**src/rtl/msq_pkg.sv**
```systemverilog
// Package: shared constants, codes, types and helpers of the message slot queue manager.
package msq_pkg;

    localparam int SLOTS  = 64;
    localparam int ADDR_W = $clog2(SLOTS);
    localparam int SLOT_W = 7;
    localparam int LEN_W  = 12;
    localparam int CNT_W  = 7;

    localparam logic [2:0] REQ_ALLOC   = 3'd0;
    localparam logic [2:0] REQ_COMMIT  = 3'd1;
    localparam logic [2:0] REQ_TAKE    = 3'd2;
    localparam logic [2:0] REQ_RELEASE = 3'd3;
    localparam logic [2:0] REQ_CLEAN   = 3'd4;

    localparam logic [2:0] STAT_OK      = 3'd0;
    localparam logic [2:0] STAT_NOCFG   = 3'd1;
    localparam logic [2:0] STAT_FULL    = 3'd2;
    localparam logic [2:0] STAT_BADLEN  = 3'd3;
    localparam logic [2:0] STAT_EMPTY   = 3'd4;
    localparam logic [2:0] STAT_BADSLOT = 3'd5;

    localparam logic [0:0] CFG_SLOT_COUNT = 1'd0;
    localparam logic [0:0] CFG_MAX_LEN    = 1'd1;

    typedef enum logic [1:0] {
        S_IDLE,
        S_EXEC,
        S_LINK2,
        S_CLEAN
    } state_t;

    typedef struct packed {
        logic [SLOT_W-1:0] slot_count;
        logic [LEN_W-1:0]  max_len;
    } cfg_t;

    typedef struct packed {
        logic [SLOT_W-1:0] free_head;
        logic [SLOT_W-1:0] queue_head;
    } stat_t;

    // slot number 1..SLOTS to store address
    function automatic logic [ADDR_W-1:0] slot_addr(input logic [SLOT_W-1:0] s);
        logic [SLOT_W-1:0] t;
        t = s - SLOT_W'(1);
        return t[ADDR_W-1:0];
    endfunction

endpackage

```
**src/rtl/msq_if.sv**
```systemverilog
// Interfaces: request and response channels with valid/ready handshake.
interface msq_req_if;
    logic                         valid;
    logic                         ready;
    logic [2:0]                   req_type;
    logic [msq_pkg::SLOT_W-1:0]   slot;
    logic [msq_pkg::LEN_W-1:0]    length;
    logic                         lifo;

    modport source (output valid, output req_type, output slot, output length, output lifo,
                    input ready);
    modport sink (input valid, input req_type, input slot, input length, input lifo,
                  output ready);
endinterface

interface msq_rsp_if;
    logic                         valid;
    logic                         ready;
    logic [2:0]                   status;
    logic [msq_pkg::SLOT_W-1:0]   slot_out;
    logic [msq_pkg::LEN_W-1:0]    length_out;
    logic [msq_pkg::CNT_W-1:0]    queued_count;

    modport source (output valid, output status, output slot_out, output length_out,
                    output queued_count, input ready);
    modport sink (input valid, input status, input slot_out, input length_out,
                  input queued_count, output ready);
endinterface

```
**src/rtl/msq_ram.sv**
```systemverilog
// Generic simple dual-port RAM: one write port, one registered read port.
module msq_ram #(
    parameter int WIDTH = 8,
    parameter int DEPTH = 64
) (
    input  logic                     clk,
    input  logic                     we,
    input  logic [$clog2(DEPTH)-1:0] waddr,
    input  logic [WIDTH-1:0]         wdata,
    input  logic                     re,
    input  logic [$clog2(DEPTH)-1:0] raddr,
    output logic [WIDTH-1:0]         rdata
);

    logic [WIDTH-1:0] mem [DEPTH];
    logic [WIDTH-1:0] rdata_reg;

    always_ff @(posedge clk)
    begin
        if (we)
        begin
            mem[waddr] <= wdata;
        end
        if (re)
        begin
            rdata_reg <= mem[raddr];
        end
    end

    assign rdata = rdata_reg;

endmodule

```
**src/rtl/msq_ctrl.sv**
```systemverilog
// Controller: request sequencer, chain head registers, clean sweep and result register.
module msq_ctrl (
    input  logic                          clk,
    input  logic                          rst_n,
    msq_req_if.sink                       req,
    msq_rsp_if.source                     rsp,
    input  msq_pkg::cfg_t                 cfg,
    output logic                          link_we,
    output logic [msq_pkg::ADDR_W-1:0]    link_waddr,
    output logic [msq_pkg::SLOT_W-1:0]    link_wdata,
    output logic                          link_re,
    output logic [msq_pkg::ADDR_W-1:0]    link_raddr,
    input  logic [msq_pkg::SLOT_W-1:0]    link_rdata,
    output logic                          len_we,
    output logic [msq_pkg::ADDR_W-1:0]    len_waddr,
    output logic [msq_pkg::LEN_W-1:0]     len_wdata,
    output logic                          len_re,
    output logic [msq_pkg::ADDR_W-1:0]    len_raddr,
    input  logic [msq_pkg::LEN_W-1:0]     len_rdata,
    output msq_pkg::stat_t                stat
);

    localparam int SW = msq_pkg::SLOT_W;
    localparam int LW = msq_pkg::LEN_W;
    localparam int CW = msq_pkg::CNT_W;

    msq_pkg::state_t state_reg, state_next;

    logic [2:0]    req_type_reg;
    logic [SW-1:0] slot_reg;
    logic [LW-1:0] len_reg;
    logic          lifo_reg;

    logic [SW-1:0] free_head_reg, free_head_next;
    logic [SW-1:0] qh_reg, qh_next;
    logic [SW-1:0] qt_reg, qt_next;
    logic [CW-1:0] wcnt_reg, wcnt_next;
    logic [SW-1:0] clean_cnt_reg, clean_cnt_next;
    logic [SW-1:0] clean_n_reg, clean_n_next;

    logic          out_valid_reg, out_valid_next;
    logic [2:0]    out_status_reg, out_status_next;
    logic [SW-1:0] out_slot_reg, out_slot_next;
    logic [LW-1:0] out_len_reg, out_len_next;
    logic [CW-1:0] out_cnt_reg, out_cnt_next;

    logic          accept;
    logic          go;
    logic          emit;
    logic [2:0]    st;
    logic [SW-1:0] so;
    logic [LW-1:0] lo;
    logic [SW-1:0] n_act;
    logic [LW:0]   limit;
    logic          slot_ok;
    logic          cfg_off;

    assign accept  = req.valid && req.ready;
    assign req.ready = (state_reg == msq_pkg::S_IDLE);
    assign go      = !out_valid_reg || rsp.ready;

    assign n_act   = (cfg.slot_count > SW'(msq_pkg::SLOTS)) ? SW'(msq_pkg::SLOTS)
                                                            : cfg.slot_count;
    assign limit   = ({1'b0, cfg.max_len} + (LW+1)'(3)) & ~(LW+1)'(3);
    assign slot_ok = (slot_reg != '0) && (slot_reg <= n_act);
    assign cfg_off = (cfg.max_len == '0);

    // reads are issued at the accept edge, data is used in S_EXEC
    assign link_re    = accept;
    assign link_raddr = (req.req_type == msq_pkg::REQ_ALLOC) ? msq_pkg::slot_addr(free_head_reg)
                                                             : msq_pkg::slot_addr(qh_reg);
    assign len_re     = accept;
    assign len_raddr  = msq_pkg::slot_addr(qh_reg);

    always_ff @(posedge clk)
    begin
        if (accept)
        begin
            req_type_reg <= req.req_type;
            slot_reg     <= req.slot;
            len_reg      <= req.length;
            lifo_reg     <= req.lifo;
        end
        out_status_reg <= out_status_next;
        out_slot_reg   <= out_slot_next;
        out_len_reg    <= out_len_next;
        out_cnt_reg    <= out_cnt_next;
    end

    // reset starts a full clean sweep with the reset configuration
    always_ff @(posedge clk or negedge rst_n)
    begin
        if (!rst_n)
        begin
            state_reg     <= msq_pkg::S_CLEAN;
            free_head_reg <= SW'(msq_pkg::SLOTS);
            qh_reg        <= '0;
            qt_reg        <= '0;
            wcnt_reg      <= '0;
            clean_cnt_reg <= SW'(1);
            clean_n_reg   <= SW'(msq_pkg::SLOTS);
            out_valid_reg <= 1'b0;
        end
        else
        begin
            state_reg     <= state_next;
            free_head_reg <= free_head_next;
            qh_reg        <= qh_next;
            qt_reg        <= qt_next;
            wcnt_reg      <= wcnt_next;
            clean_cnt_reg <= clean_cnt_next;
            clean_n_reg   <= clean_n_next;
            out_valid_reg <= out_valid_next;
        end
    end

    always_comb
    begin
        state_next     = state_reg;
        free_head_next = free_head_reg;
        qh_next        = qh_reg;
        qt_next        = qt_reg;
        wcnt_next      = wcnt_reg;
        clean_cnt_next = clean_cnt_reg;
        clean_n_next   = clean_n_reg;
        link_we        = 1'b0;
        link_waddr     = msq_pkg::slot_addr(slot_reg);
        link_wdata     = '0;
        len_we         = 1'b0;
        len_waddr      = msq_pkg::slot_addr(slot_reg);
        len_wdata      = len_reg;
        emit           = 1'b0;
        st             = msq_pkg::STAT_OK;
        so             = '0;
        lo             = '0;

        case (state_reg)
            msq_pkg::S_IDLE:
            begin
                if (accept)
                begin
                    state_next = msq_pkg::S_EXEC;
                end
            end

            msq_pkg::S_EXEC:
            begin
                if (go)
                begin
                    emit       = 1'b1;
                    state_next = msq_pkg::S_IDLE;
                    case (req_type_reg)
                        msq_pkg::REQ_ALLOC:
                        begin
                            if (cfg_off)
                            begin
                                st = msq_pkg::STAT_NOCFG;
                            end
                            else if (free_head_reg == '0)
                            begin
                                st = msq_pkg::STAT_FULL;
                            end
                            else
                            begin
                                so             = free_head_reg;
                                free_head_next = link_rdata;
                            end
                        end

                        msq_pkg::REQ_COMMIT:
                        begin
                            if (!slot_ok)
                            begin
                                st = msq_pkg::STAT_BADSLOT;
                            end
                            else if ({1'b0, len_reg} > limit)
                            begin
                                st             = msq_pkg::STAT_BADLEN;
                                link_we        = 1'b1;
                                link_wdata     = free_head_reg;
                                free_head_next = slot_reg;
                            end
                            else
                            begin
                                len_we = 1'b1;
                                if (len_reg == '0)
                                begin
                                    link_we        = 1'b1;
                                    link_wdata     = free_head_reg;
                                    free_head_next = slot_reg;
                                end
                                else if (lifo_reg)
                                begin
                                    link_we    = 1'b1;
                                    link_wdata = qh_reg;
                                    qh_next    = slot_reg;
                                    if (qt_reg == '0)
                                    begin
                                        qt_next = slot_reg;
                                    end
                                    if (wcnt_reg != '1)
                                    begin
                                        wcnt_next = wcnt_reg + CW'(1);
                                    end
                                end
                                else if (qt_reg != '0)
                                begin
                                    // tail link first, new slot link in S_LINK2
                                    link_we    = 1'b1;
                                    link_waddr = msq_pkg::slot_addr(qt_reg);
                                    link_wdata = slot_reg;
                                    emit       = 1'b0;
                                    state_next = msq_pkg::S_LINK2;
                                end
                                else
                                begin
                                    link_we    = 1'b1;
                                    link_wdata = '0;
                                    qt_next    = slot_reg;
                                    if (qh_reg == '0)
                                    begin
                                        qh_next = slot_reg;
                                    end
                                    if (wcnt_reg != '1)
                                    begin
                                        wcnt_next = wcnt_reg + CW'(1);
                                    end
                                end
                            end
                        end

                        msq_pkg::REQ_TAKE:
                        begin
                            if (cfg_off)
                            begin
                                st = msq_pkg::STAT_NOCFG;
                            end
                            else if (wcnt_reg == '0 || qh_reg == '0)
                            begin
                                st = msq_pkg::STAT_EMPTY;
                            end
                            else
                            begin
                                so = qh_reg;
                                lo = len_rdata;
                                if (qt_reg == qh_reg)
                                begin
                                    qh_next = '0;
                                    qt_next = '0;
                                end
                                else
                                begin
                                    qh_next = link_rdata;
                                end
                                wcnt_next = wcnt_reg - CW'(1);
                            end
                        end

                        msq_pkg::REQ_RELEASE:
                        begin
                            if (!slot_ok)
                            begin
                                st = msq_pkg::STAT_BADSLOT;
                            end
                            else
                            begin
                                link_we        = 1'b1;
                                link_wdata     = free_head_reg;
                                free_head_next = slot_reg;
                            end
                        end

                        msq_pkg::REQ_CLEAN:
                        begin
                            free_head_next = '0;
                            qh_next        = '0;
                            qt_next        = '0;
                            wcnt_next      = '0;
                            if (!cfg_off)
                            begin
                                free_head_next = n_act;
                                if (n_act != '0)
                                begin
                                    clean_n_next   = n_act;
                                    clean_cnt_next = SW'(1);
                                    state_next     = msq_pkg::S_CLEAN;
                                end
                            end
                        end

                        default:
                        begin
                        end
                    endcase
                end
            end

            msq_pkg::S_LINK2:
            begin
                if (go)
                begin
                    emit       = 1'b1;
                    state_next = msq_pkg::S_IDLE;
                    link_we    = 1'b1;
                    link_wdata = '0;
                    qt_next    = slot_reg;
                    if (qh_reg == '0)
                    begin
                        qh_next = slot_reg;
                    end
                    if (wcnt_reg != '1)
                    begin
                        wcnt_next = wcnt_reg + CW'(1);
                    end
                end
            end

            msq_pkg::S_CLEAN:
            begin
                // slot i links to slot i-1, one entry per cycle
                link_we    = 1'b1;
                link_waddr = msq_pkg::slot_addr(clean_cnt_reg);
                link_wdata = clean_cnt_reg - SW'(1);
                if (clean_cnt_reg == clean_n_reg)
                begin
                    state_next = msq_pkg::S_IDLE;
                end
                else
                begin
                    clean_cnt_next = clean_cnt_reg + SW'(1);
                end
            end

            default:
            begin
                state_next = msq_pkg::S_IDLE;
            end
        endcase

        out_valid_next  = out_valid_reg && !rsp.ready;
        out_status_next = out_status_reg;
        out_slot_next   = out_slot_reg;
        out_len_next    = out_len_reg;
        out_cnt_next    = out_cnt_reg;
        if (emit)
        begin
            out_valid_next  = 1'b1;
            out_status_next = st;
            out_slot_next   = so;
            out_len_next    = lo;
            out_cnt_next    = wcnt_next;
        end
    end

    assign rsp.valid        = out_valid_reg;
    assign rsp.status       = out_status_reg;
    assign rsp.slot_out     = out_slot_reg;
    assign rsp.length_out   = out_len_reg;
    assign rsp.queued_count = out_cnt_reg;

    assign stat.free_head  = free_head_reg;
    assign stat.queue_head = qh_reg;

endmodule

```
**src/rtl/message_slot_queue_manager.sv**
```systemverilog
// Top level: message slot queue manager with link and length stores and config registers.
// Each accepted request runs in S_EXEC, which waits while a prior result is held, then
// registers the result; a tail append to a non-empty queue passes through S_LINK2 first.
// Clean gives its result, then (if max_len is not 0) sweeps slots 1 to min(slot_count,64)
// of the link store, one slot per cycle; a new item is accepted only once the last is done.
// Reset: slot_count 64, max_len 64, empty queue; a 64-slot sweep rebuilds the free chain.
module message_slot_queue_manager (
    input  logic                        clk,
    input  logic                        rst_n,
    msq_req_if.sink                     req,
    msq_rsp_if.source                   rsp,
    input  logic                        cfg_we,
    input  logic [0:0]                  cfg_index,
    input  logic [msq_pkg::LEN_W-1:0]   cfg_data
);

    msq_pkg::cfg_t  cfg;
    msq_pkg::stat_t stat;

    logic [msq_pkg::SLOT_W-1:0] slot_count_reg;
    logic [msq_pkg::LEN_W-1:0]  max_len_reg;

    logic                          link_we;
    logic [msq_pkg::ADDR_W-1:0]    link_waddr;
    logic [msq_pkg::SLOT_W-1:0]    link_wdata;
    logic                          link_re;
    logic [msq_pkg::ADDR_W-1:0]    link_raddr;
    logic [msq_pkg::SLOT_W-1:0]    link_rdata;
    logic                          len_we;
    logic [msq_pkg::ADDR_W-1:0]    len_waddr;
    logic [msq_pkg::LEN_W-1:0]     len_wdata;
    logic                          len_re;
    logic [msq_pkg::ADDR_W-1:0]    len_raddr;
    logic [msq_pkg::LEN_W-1:0]     len_rdata;

    always_ff @(posedge clk or negedge rst_n)
    begin
        if (!rst_n)
        begin
            slot_count_reg <= msq_pkg::SLOT_W'(64);
            max_len_reg    <= msq_pkg::LEN_W'(64);
        end
        else if (cfg_we)
        begin
            case (cfg_index)
                msq_pkg::CFG_SLOT_COUNT: slot_count_reg <= cfg_data[msq_pkg::SLOT_W-1:0];
                msq_pkg::CFG_MAX_LEN:    max_len_reg    <= cfg_data;
                default:
                begin
                end
            endcase
        end
    end

    assign cfg.slot_count = slot_count_reg;
    assign cfg.max_len    = max_len_reg;

    msq_ram #(
        .WIDTH (msq_pkg::SLOT_W),
        .DEPTH (msq_pkg::SLOTS)
    ) u_link_ram (
        .clk   (clk),
        .we    (link_we),
        .waddr (link_waddr),
        .wdata (link_wdata),
        .re    (link_re),
        .raddr (link_raddr),
        .rdata (link_rdata)
    );

    msq_ram #(
        .WIDTH (msq_pkg::LEN_W),
        .DEPTH (msq_pkg::SLOTS)
    ) u_len_ram (
        .clk   (clk),
        .we    (len_we),
        .waddr (len_waddr),
        .wdata (len_wdata),
        .re    (len_re),
        .raddr (len_raddr),
        .rdata (len_rdata)
    );

    msq_ctrl u_ctrl (
        .clk        (clk),
        .rst_n      (rst_n),
        .req        (req),
        .rsp        (rsp),
        .cfg        (cfg),
        .link_we    (link_we),
        .link_waddr (link_waddr),
        .link_wdata (link_wdata),
        .link_re    (link_re),
        .link_raddr (link_raddr),
        .link_rdata (link_rdata),
        .len_we     (len_we),
        .len_waddr  (len_waddr),
        .len_wdata  (len_wdata),
        .len_re     (len_re),
        .len_raddr  (len_raddr),
        .len_rdata  (len_rdata),
        .stat       (stat)
    );

    a_one_at_a_time: assert property (@(posedge clk) disable iff (!rst_n)
        req.valid && req.ready |=> !req.ready)
        else $error("item accepted while previous item still in work");

    a_result_after_work: assert property (@(posedge clk) disable iff (!rst_n)
        $rose(rsp.valid) |-> !$past(req.ready))
        else $error("result appeared without an item in work");

    a_slot_only_on_ok: assert property (@(posedge clk) disable iff (!rst_n)
        rsp.valid && rsp.slot_out != '0 |-> rsp.status == msq_pkg::STAT_OK)
        else $error("slot handed out with a failure status");

    a_heads_in_range: assert property (@(posedge clk) disable iff (!rst_n)
        stat.free_head <= msq_pkg::SLOT_W'(msq_pkg::SLOTS)
        && stat.queue_head <= msq_pkg::SLOT_W'(msq_pkg::SLOTS))
        else $error("chain head outside the slot range");

endmodule
```
**src/flat_wrapper.sv**
```systemverilog
// flat-port wrapper written by rule: the top's interface ports become plain ports
module message_slot_queue_manager_flat 
  (clk, rst_n, cfg_we, cfg_index, cfg_data, req_valid, req_req_type, req_slot, req_length, req_lifo, req_ready, rsp_valid, rsp_status, rsp_slot_out, rsp_length_out, rsp_queued_count, rsp_ready);
  msq_req_if req_i ();
  msq_rsp_if rsp_i ();
  input  logic clk;
  input  logic rst_n;
  input  logic cfg_we;
  input  logic [0:0] cfg_index;
  input  logic [msq_pkg::LEN_W-1:0] cfg_data;
  input wire logic [$bits(req_i.valid)-1:0] req_valid;
  input wire logic [$bits(req_i.req_type)-1:0] req_req_type;
  input wire logic [$bits(req_i.slot)-1:0] req_slot;
  input wire logic [$bits(req_i.length)-1:0] req_length;
  input wire logic [$bits(req_i.lifo)-1:0] req_lifo;
  output wire logic [$bits(req_i.ready)-1:0] req_ready;
  output wire logic [$bits(rsp_i.valid)-1:0] rsp_valid;
  output wire logic [$bits(rsp_i.status)-1:0] rsp_status;
  output wire logic [$bits(rsp_i.slot_out)-1:0] rsp_slot_out;
  output wire logic [$bits(rsp_i.length_out)-1:0] rsp_length_out;
  output wire logic [$bits(rsp_i.queued_count)-1:0] rsp_queued_count;
  input wire logic [$bits(rsp_i.ready)-1:0] rsp_ready;
  assign req_i.valid = req_valid;
  assign req_i.req_type = req_req_type;
  assign req_i.slot = req_slot;
  assign req_i.length = req_length;
  assign req_i.lifo = req_lifo;
  assign req_ready = req_i.ready;
  assign rsp_valid = rsp_i.valid;
  assign rsp_status = rsp_i.status;
  assign rsp_slot_out = rsp_i.slot_out;
  assign rsp_length_out = rsp_i.length_out;
  assign rsp_queued_count = rsp_i.queued_count;
  assign rsp_i.ready = rsp_ready;
  message_slot_queue_manager u_core (.clk(clk), .rst_n(rst_n), .req(req_i), .rsp(rsp_i), .cfg_we(cfg_we), .cfg_index(cfg_index), .cfg_data(cfg_data));
endmodule
```
**config.mk**
```make
export PLATFORM = sky130hd
export DESIGN_NAME = message_slot_queue_manager_flat
export DESIGN_NICKNAME = d
export VERILOG_FILES = /design/src/rtl/msq_pkg.sv /design/src/rtl/msq_if.sv /design/src/rtl/msq_ram.sv /design/src/rtl/msq_ctrl.sv /design/src/rtl/message_slot_queue_manager.sv /design/src/flat_wrapper.sv
export SDC_FILE = /design/constraint.sdc
export NUM_CORES = 2
export LEC_CHECK = 0
export BUFFER_PORTS_ARGS = -buffer_cell sky130_fd_sc_hd__buf_2
export CAP_MARGIN = 15
export CORE_ASPECT_RATIO = 0.5
export CORE_MARGIN = 2
export CORE_UTILIZATION = 61
export DETAILED_ROUTE_END_ITERATION = 10
export GPL_TIMING_DRIVEN = 0
export PLACE_DENSITY = 0.76
export SKIP_CTS_REPAIR_TIMING = 1
export SLEW_MARGIN = 20
export SYNTH_ARGS = -nofsm -noshare
export SYNTH_HDL_FRONTEND = slang
export SYNTH_SLANG_ARGS = --single-unit
export TNS_END_PERCENT = 50
```
**constraint.sdc**
```tcl
create_clock -name clk -period 5.16 [get_ports clk]
set_input_delay 1.548 -clock clk [delete_from_list [all_inputs] [get_ports clk]]
set_output_delay 1.548 -clock clk [all_outputs]
set_load 0.01 [all_outputs]
```
==> metrics.md <==
| Metric | Value |
|---|---|
| Crit-path cells | o2111ai_2, nor2_2, and3_1, buf_4, nand3_1, xor2_1, ha_1, a211oi_1, o221ai_1, inv_1, a221o_2, o211a_4, and3_1, nand3_1, nor2_2 |
| Kind of critical path | flop to flop |
| Hold depth | 2 |
| Reg2Reg Capture Point | u_core.u_len_ram.mem[48][8]$_DFFE_PP_ |
| H-Tree Depth | 3 |
| Area Growth Syn to Fin | 12.26% |
| Layout cells sized above 1 | 0.2197 |
| Post-Syn Area per Cell | around 17 um2 |
| Initial drt markers | 4968 |
| Port bufs | 71 |
| Hold Startpoint | u_core.u_ctrl.clean_n_reg[6]$_DFFE_PN1P_ |
| Syn nets | about 3300 |
| Routed WL per cell | 30.40 um |
| Worst Tran Pin Value | 1.193 ns |
| DP HPWL | between 90 and 100 mm |
| CTS tree | built |
| Worst EP arrival | 5.53 ns |
| Post-synth EDFFs | 1287 |
| Peak Freq | roughly 0.19 GHz |
| Core Area | 90270 um2 |
| Critical Path Start Type | flop |
| Cell Rows | 78 |
| Unrepaired setup endpoints after global routing | yes |
| Crit Path Max Fanout | 12 |
| Critical-path top delay cell | nor2_2 |
| Commonest non-fill, non-tap cell in the layout | edfxtp_1 |
| Setup violations, final | 25 |
| Slew Limit Fails | 0 |
| Clock transition at path regs | around 0.07 ns |
| First-pass GRT wire length | 210.7 mm |
| DR vias/cell | 6.776 |
| Post-route setup slack | -0.03307 ns |
| Number of antenna violations at the first check in global routing | 1 |
| Clock Latency Late Sink | 0.74 ns |
| R2R setup slack | -0.03 ns |
| Final clock skew | 0.02970 ns |
| Async SR Flop Fraction | 0.04737 |
| Mapped Cells | 3249 |
| CTS Sinks | 1351 |
| GRT Total Usage | 0.3130 |
| GRT overflow | 0 |
| Synth cell types | 78 |
| Worst min path class | flop to flop |
| Fin crit period | between 5 and 6 ns |
| Detail Route Antenna Nets | 0 |
| Failing checks | setup timing |
| Antenna diodes | 0 |
| Die extent in y | about 220 um |
| Ports | 72 |
| Reg2reg path depth | 15 |
| YS warnings | 0 |
| Initial Utilization | 0.6138 |
| Max clock buf depth | 3 |
| Fin crit share | 1.006 |
| Final wirelength | 145.2 mm |
| Die area | 93410 um2 |
| Nets | approximately 3600 |
| Vias | 32370 |
| Req. time, crit path | 5.50 ns |
| Synth Register Bits | 1351 |
| Hold EP | u_core.u_ctrl.clean_n_reg[6]$_DFFE_PN1P_ |
| Seq/Total Area, Yosys | 0.7265 |
| DRC | 0 |
| Vias in the first global route | 31650 |
| Lkg Pwr | approximately 0.02 uW |
| Maximum vdd drop | approximately 370 uV |
| Max-cap violations | 0 |
| Most frequent cells in the layout | 1287 x edfxtp_1, 322 x nand2_1, 252 x mux4_2, 165 x a211oi_1, 161 x clkbuf_1 |
| Hold slack | 0.5083 ns |
| PwrDens | about 600 nW/um2 |
| Max reg flops | about 770 |
| Cell Area, Synth | 55410 um2 |
| CP max stage delay | between 0.9 and 1 ns |
| Num CTS Buffers | 109 |
| Primary FF master, synth | edfxtp_1 |
| Outcome | finished, violations left |
| Largest register by flop count | u_core.u_len_ram.mem |
| DR pass1 iterations | 6 |
| Fill count | 5565 |
| Root buffer cell | clkbuf_16 |
| Largest net degree at the start of global routing | 65 |
| Utilization after layout | 0.6891 |
| Crit. End Element | flop |
| Post-route setup TNS | -0.3280 ns |
| Top Registers | u_core.u_len_ram.mem x768, u_core.u_link_ram.mem x448 |
| Worst R2R Start | u_core.max_len_reg[2]$_DFFE_PN0P_ |
| Die Wd | 430.2 um |
| Routability Congestion | 1.020 |
| Slew headroom | 0.2028 |
| Hold Fails Final Rpt | 0 |
[power by group]
part	internal, uW	switching, uW	leakage (uW)
sequential	12900	419	0.0124
clock	4370	3840	0.00167
combinational	5820	10200	0.00566
total	23100	14500	0.0197
[area by class of cell]
class / count / area [um2] / area share
multi-input combinational: 1673 / 14830 / 0.2384
buffer: 190 / 780.7 / 0.01255
clock buffer: 139 / 2892 / 0.04648
timing repair buffer: 134 / 1296 / 0.02084
clock inverter: 57 / 520.5 / 0.008368
inverter: 33 / 123.9 / 0.001991
tap: 1200 / 1501 / 0.02414
sequential: 1351 / 40260 / 0.6472
[cells by family after synthesis]
group,share of synthesized area
AOI/OAI and AO/OA,0.06582
muxes,0.1104
xor gates and xnor gates,0.008377
adders and majority gates,0.007452
DFF,0.7265
buffers and inverters,0.01617
and+or+nand+nor,0.06524
[cells in the mapped netlist, types with 4 or more instances]
master	number	area, um2
a221o_1	5	50.05
nor2b_1	22	137.6
mux4_2	252	5675
o21ai_0	42	210.2
clkinv_1	4	15.01
o22ai_1	14	87.58
clkbuf_1	151	566.8
a21o_1	4	30.03
inv_1	29	108.9
a22o_1	7	61.31
buf_2	20	100.1
a31oi_1	64	400.4
mux2i_1	18	180.2
a22oi_1	7	52.55
and3_1	8	50.05
buf_1	19	71.32
edfxtp_1	1287	38650
or3_1	6	37.54
a21oi_1	100	500.5
a311oi_1	56	490.5
nor2_1	169	634.4
ha_1	33	412.9
or2_2	5	31.28
o22a_1	9	78.83
nor4_1	17	106.4
dfrtp_1	57	1426
xor2_1	26	227.7
nor3_1	27	135.1
nand2b_1	6	37.54
xnor2_1	27	236.5
a221oi_1	4	35.03
o211ai_1	6	45.04
nand3_1	26	130.1
dfstp_2	7	183.9
or3b_1	4	35.03
a211oi_1	165	1239
and2_1	129	807.0
nand3b_1	8	60.06
nand2_1	326	1224
nand4_1	8	50.05
mux2_2	22	247.7
[per-stage QoR]
step | setup WS [ns] | total power (uW) | area [um2] | std cells
6_report | -0.03307 | 37570 | 62200 | 4777
5_1_grt | -0.1471 | 38700 | 62200 | 4777
4_1_cts | -1.065 | 37040 | 61550 | 4760
3_5_place_dp | -0.9986 | 28860 | 58140 | 4564
3_3_place_gp | -2.035 | 28300 | 57270 | 4520
2_1_floorplan | 0.5964 | 23070 | 55410 | 3249
[how the worst max path moves through the flow]
stage                                         start  depth (start not counted)                                       endpoint
2_1_floorplan     u_core.max_len_reg[2]$_DFFE_PN0P_                         16  u_core.u_ctrl.rsp.length_out[0]$_SDFFCE_PP0P_
3_3_place_gp   u_core.u_ctrl.len_wdata[8]$_DFFE_PP_                         11         u_core.u_link_ram.mem[32][1]$_DFFE_PP_
3_5_place_dp    u_core.u_ctrl.qh_reg[0]$_DFFE_PN0P_                         11            u_core.u_len_ram.rdata[9]$_DFFE_PP_
4_1_cts         u_core.u_ctrl.qh_reg[0]$_DFFE_PN0P_                         11            u_core.u_len_ram.rdata[9]$_DFFE_PP_
5_1_grt           u_core.max_len_reg[2]$_DFFE_PN0P_                         15          u_core.u_len_ram.mem[32][1]$_DFFE_PP_
6_report          u_core.max_len_reg[2]$_DFFE_PN0P_                         15          u_core.u_len_ram.mem[48][8]$_DFFE_PP_
[layer usage]
metal,wire length [um],track usage,vias up
met4,5238,0.1039,0
met2,69500,0.5019,2126
met1,54600,0.4380,16470
li1,-,-,13440
met3,15880,0.06428,341
met5,0,0,-
[worst max-delay path, delay by kind of cell (launching register included)]
| kind | cells | cell delay [ns] |
|---|---|---|
| simple gates | 6 | 2.49 |
| xor+xnor | 1 | 0.16 |
| compound gates | 5 | 1.10 |
| buf+inv | 2 | 0.21 |
| fa+ha+maj | 1 | 0.32 |
| flops | 1 | 0.49 |
Power figures use the tool's default switching activity.
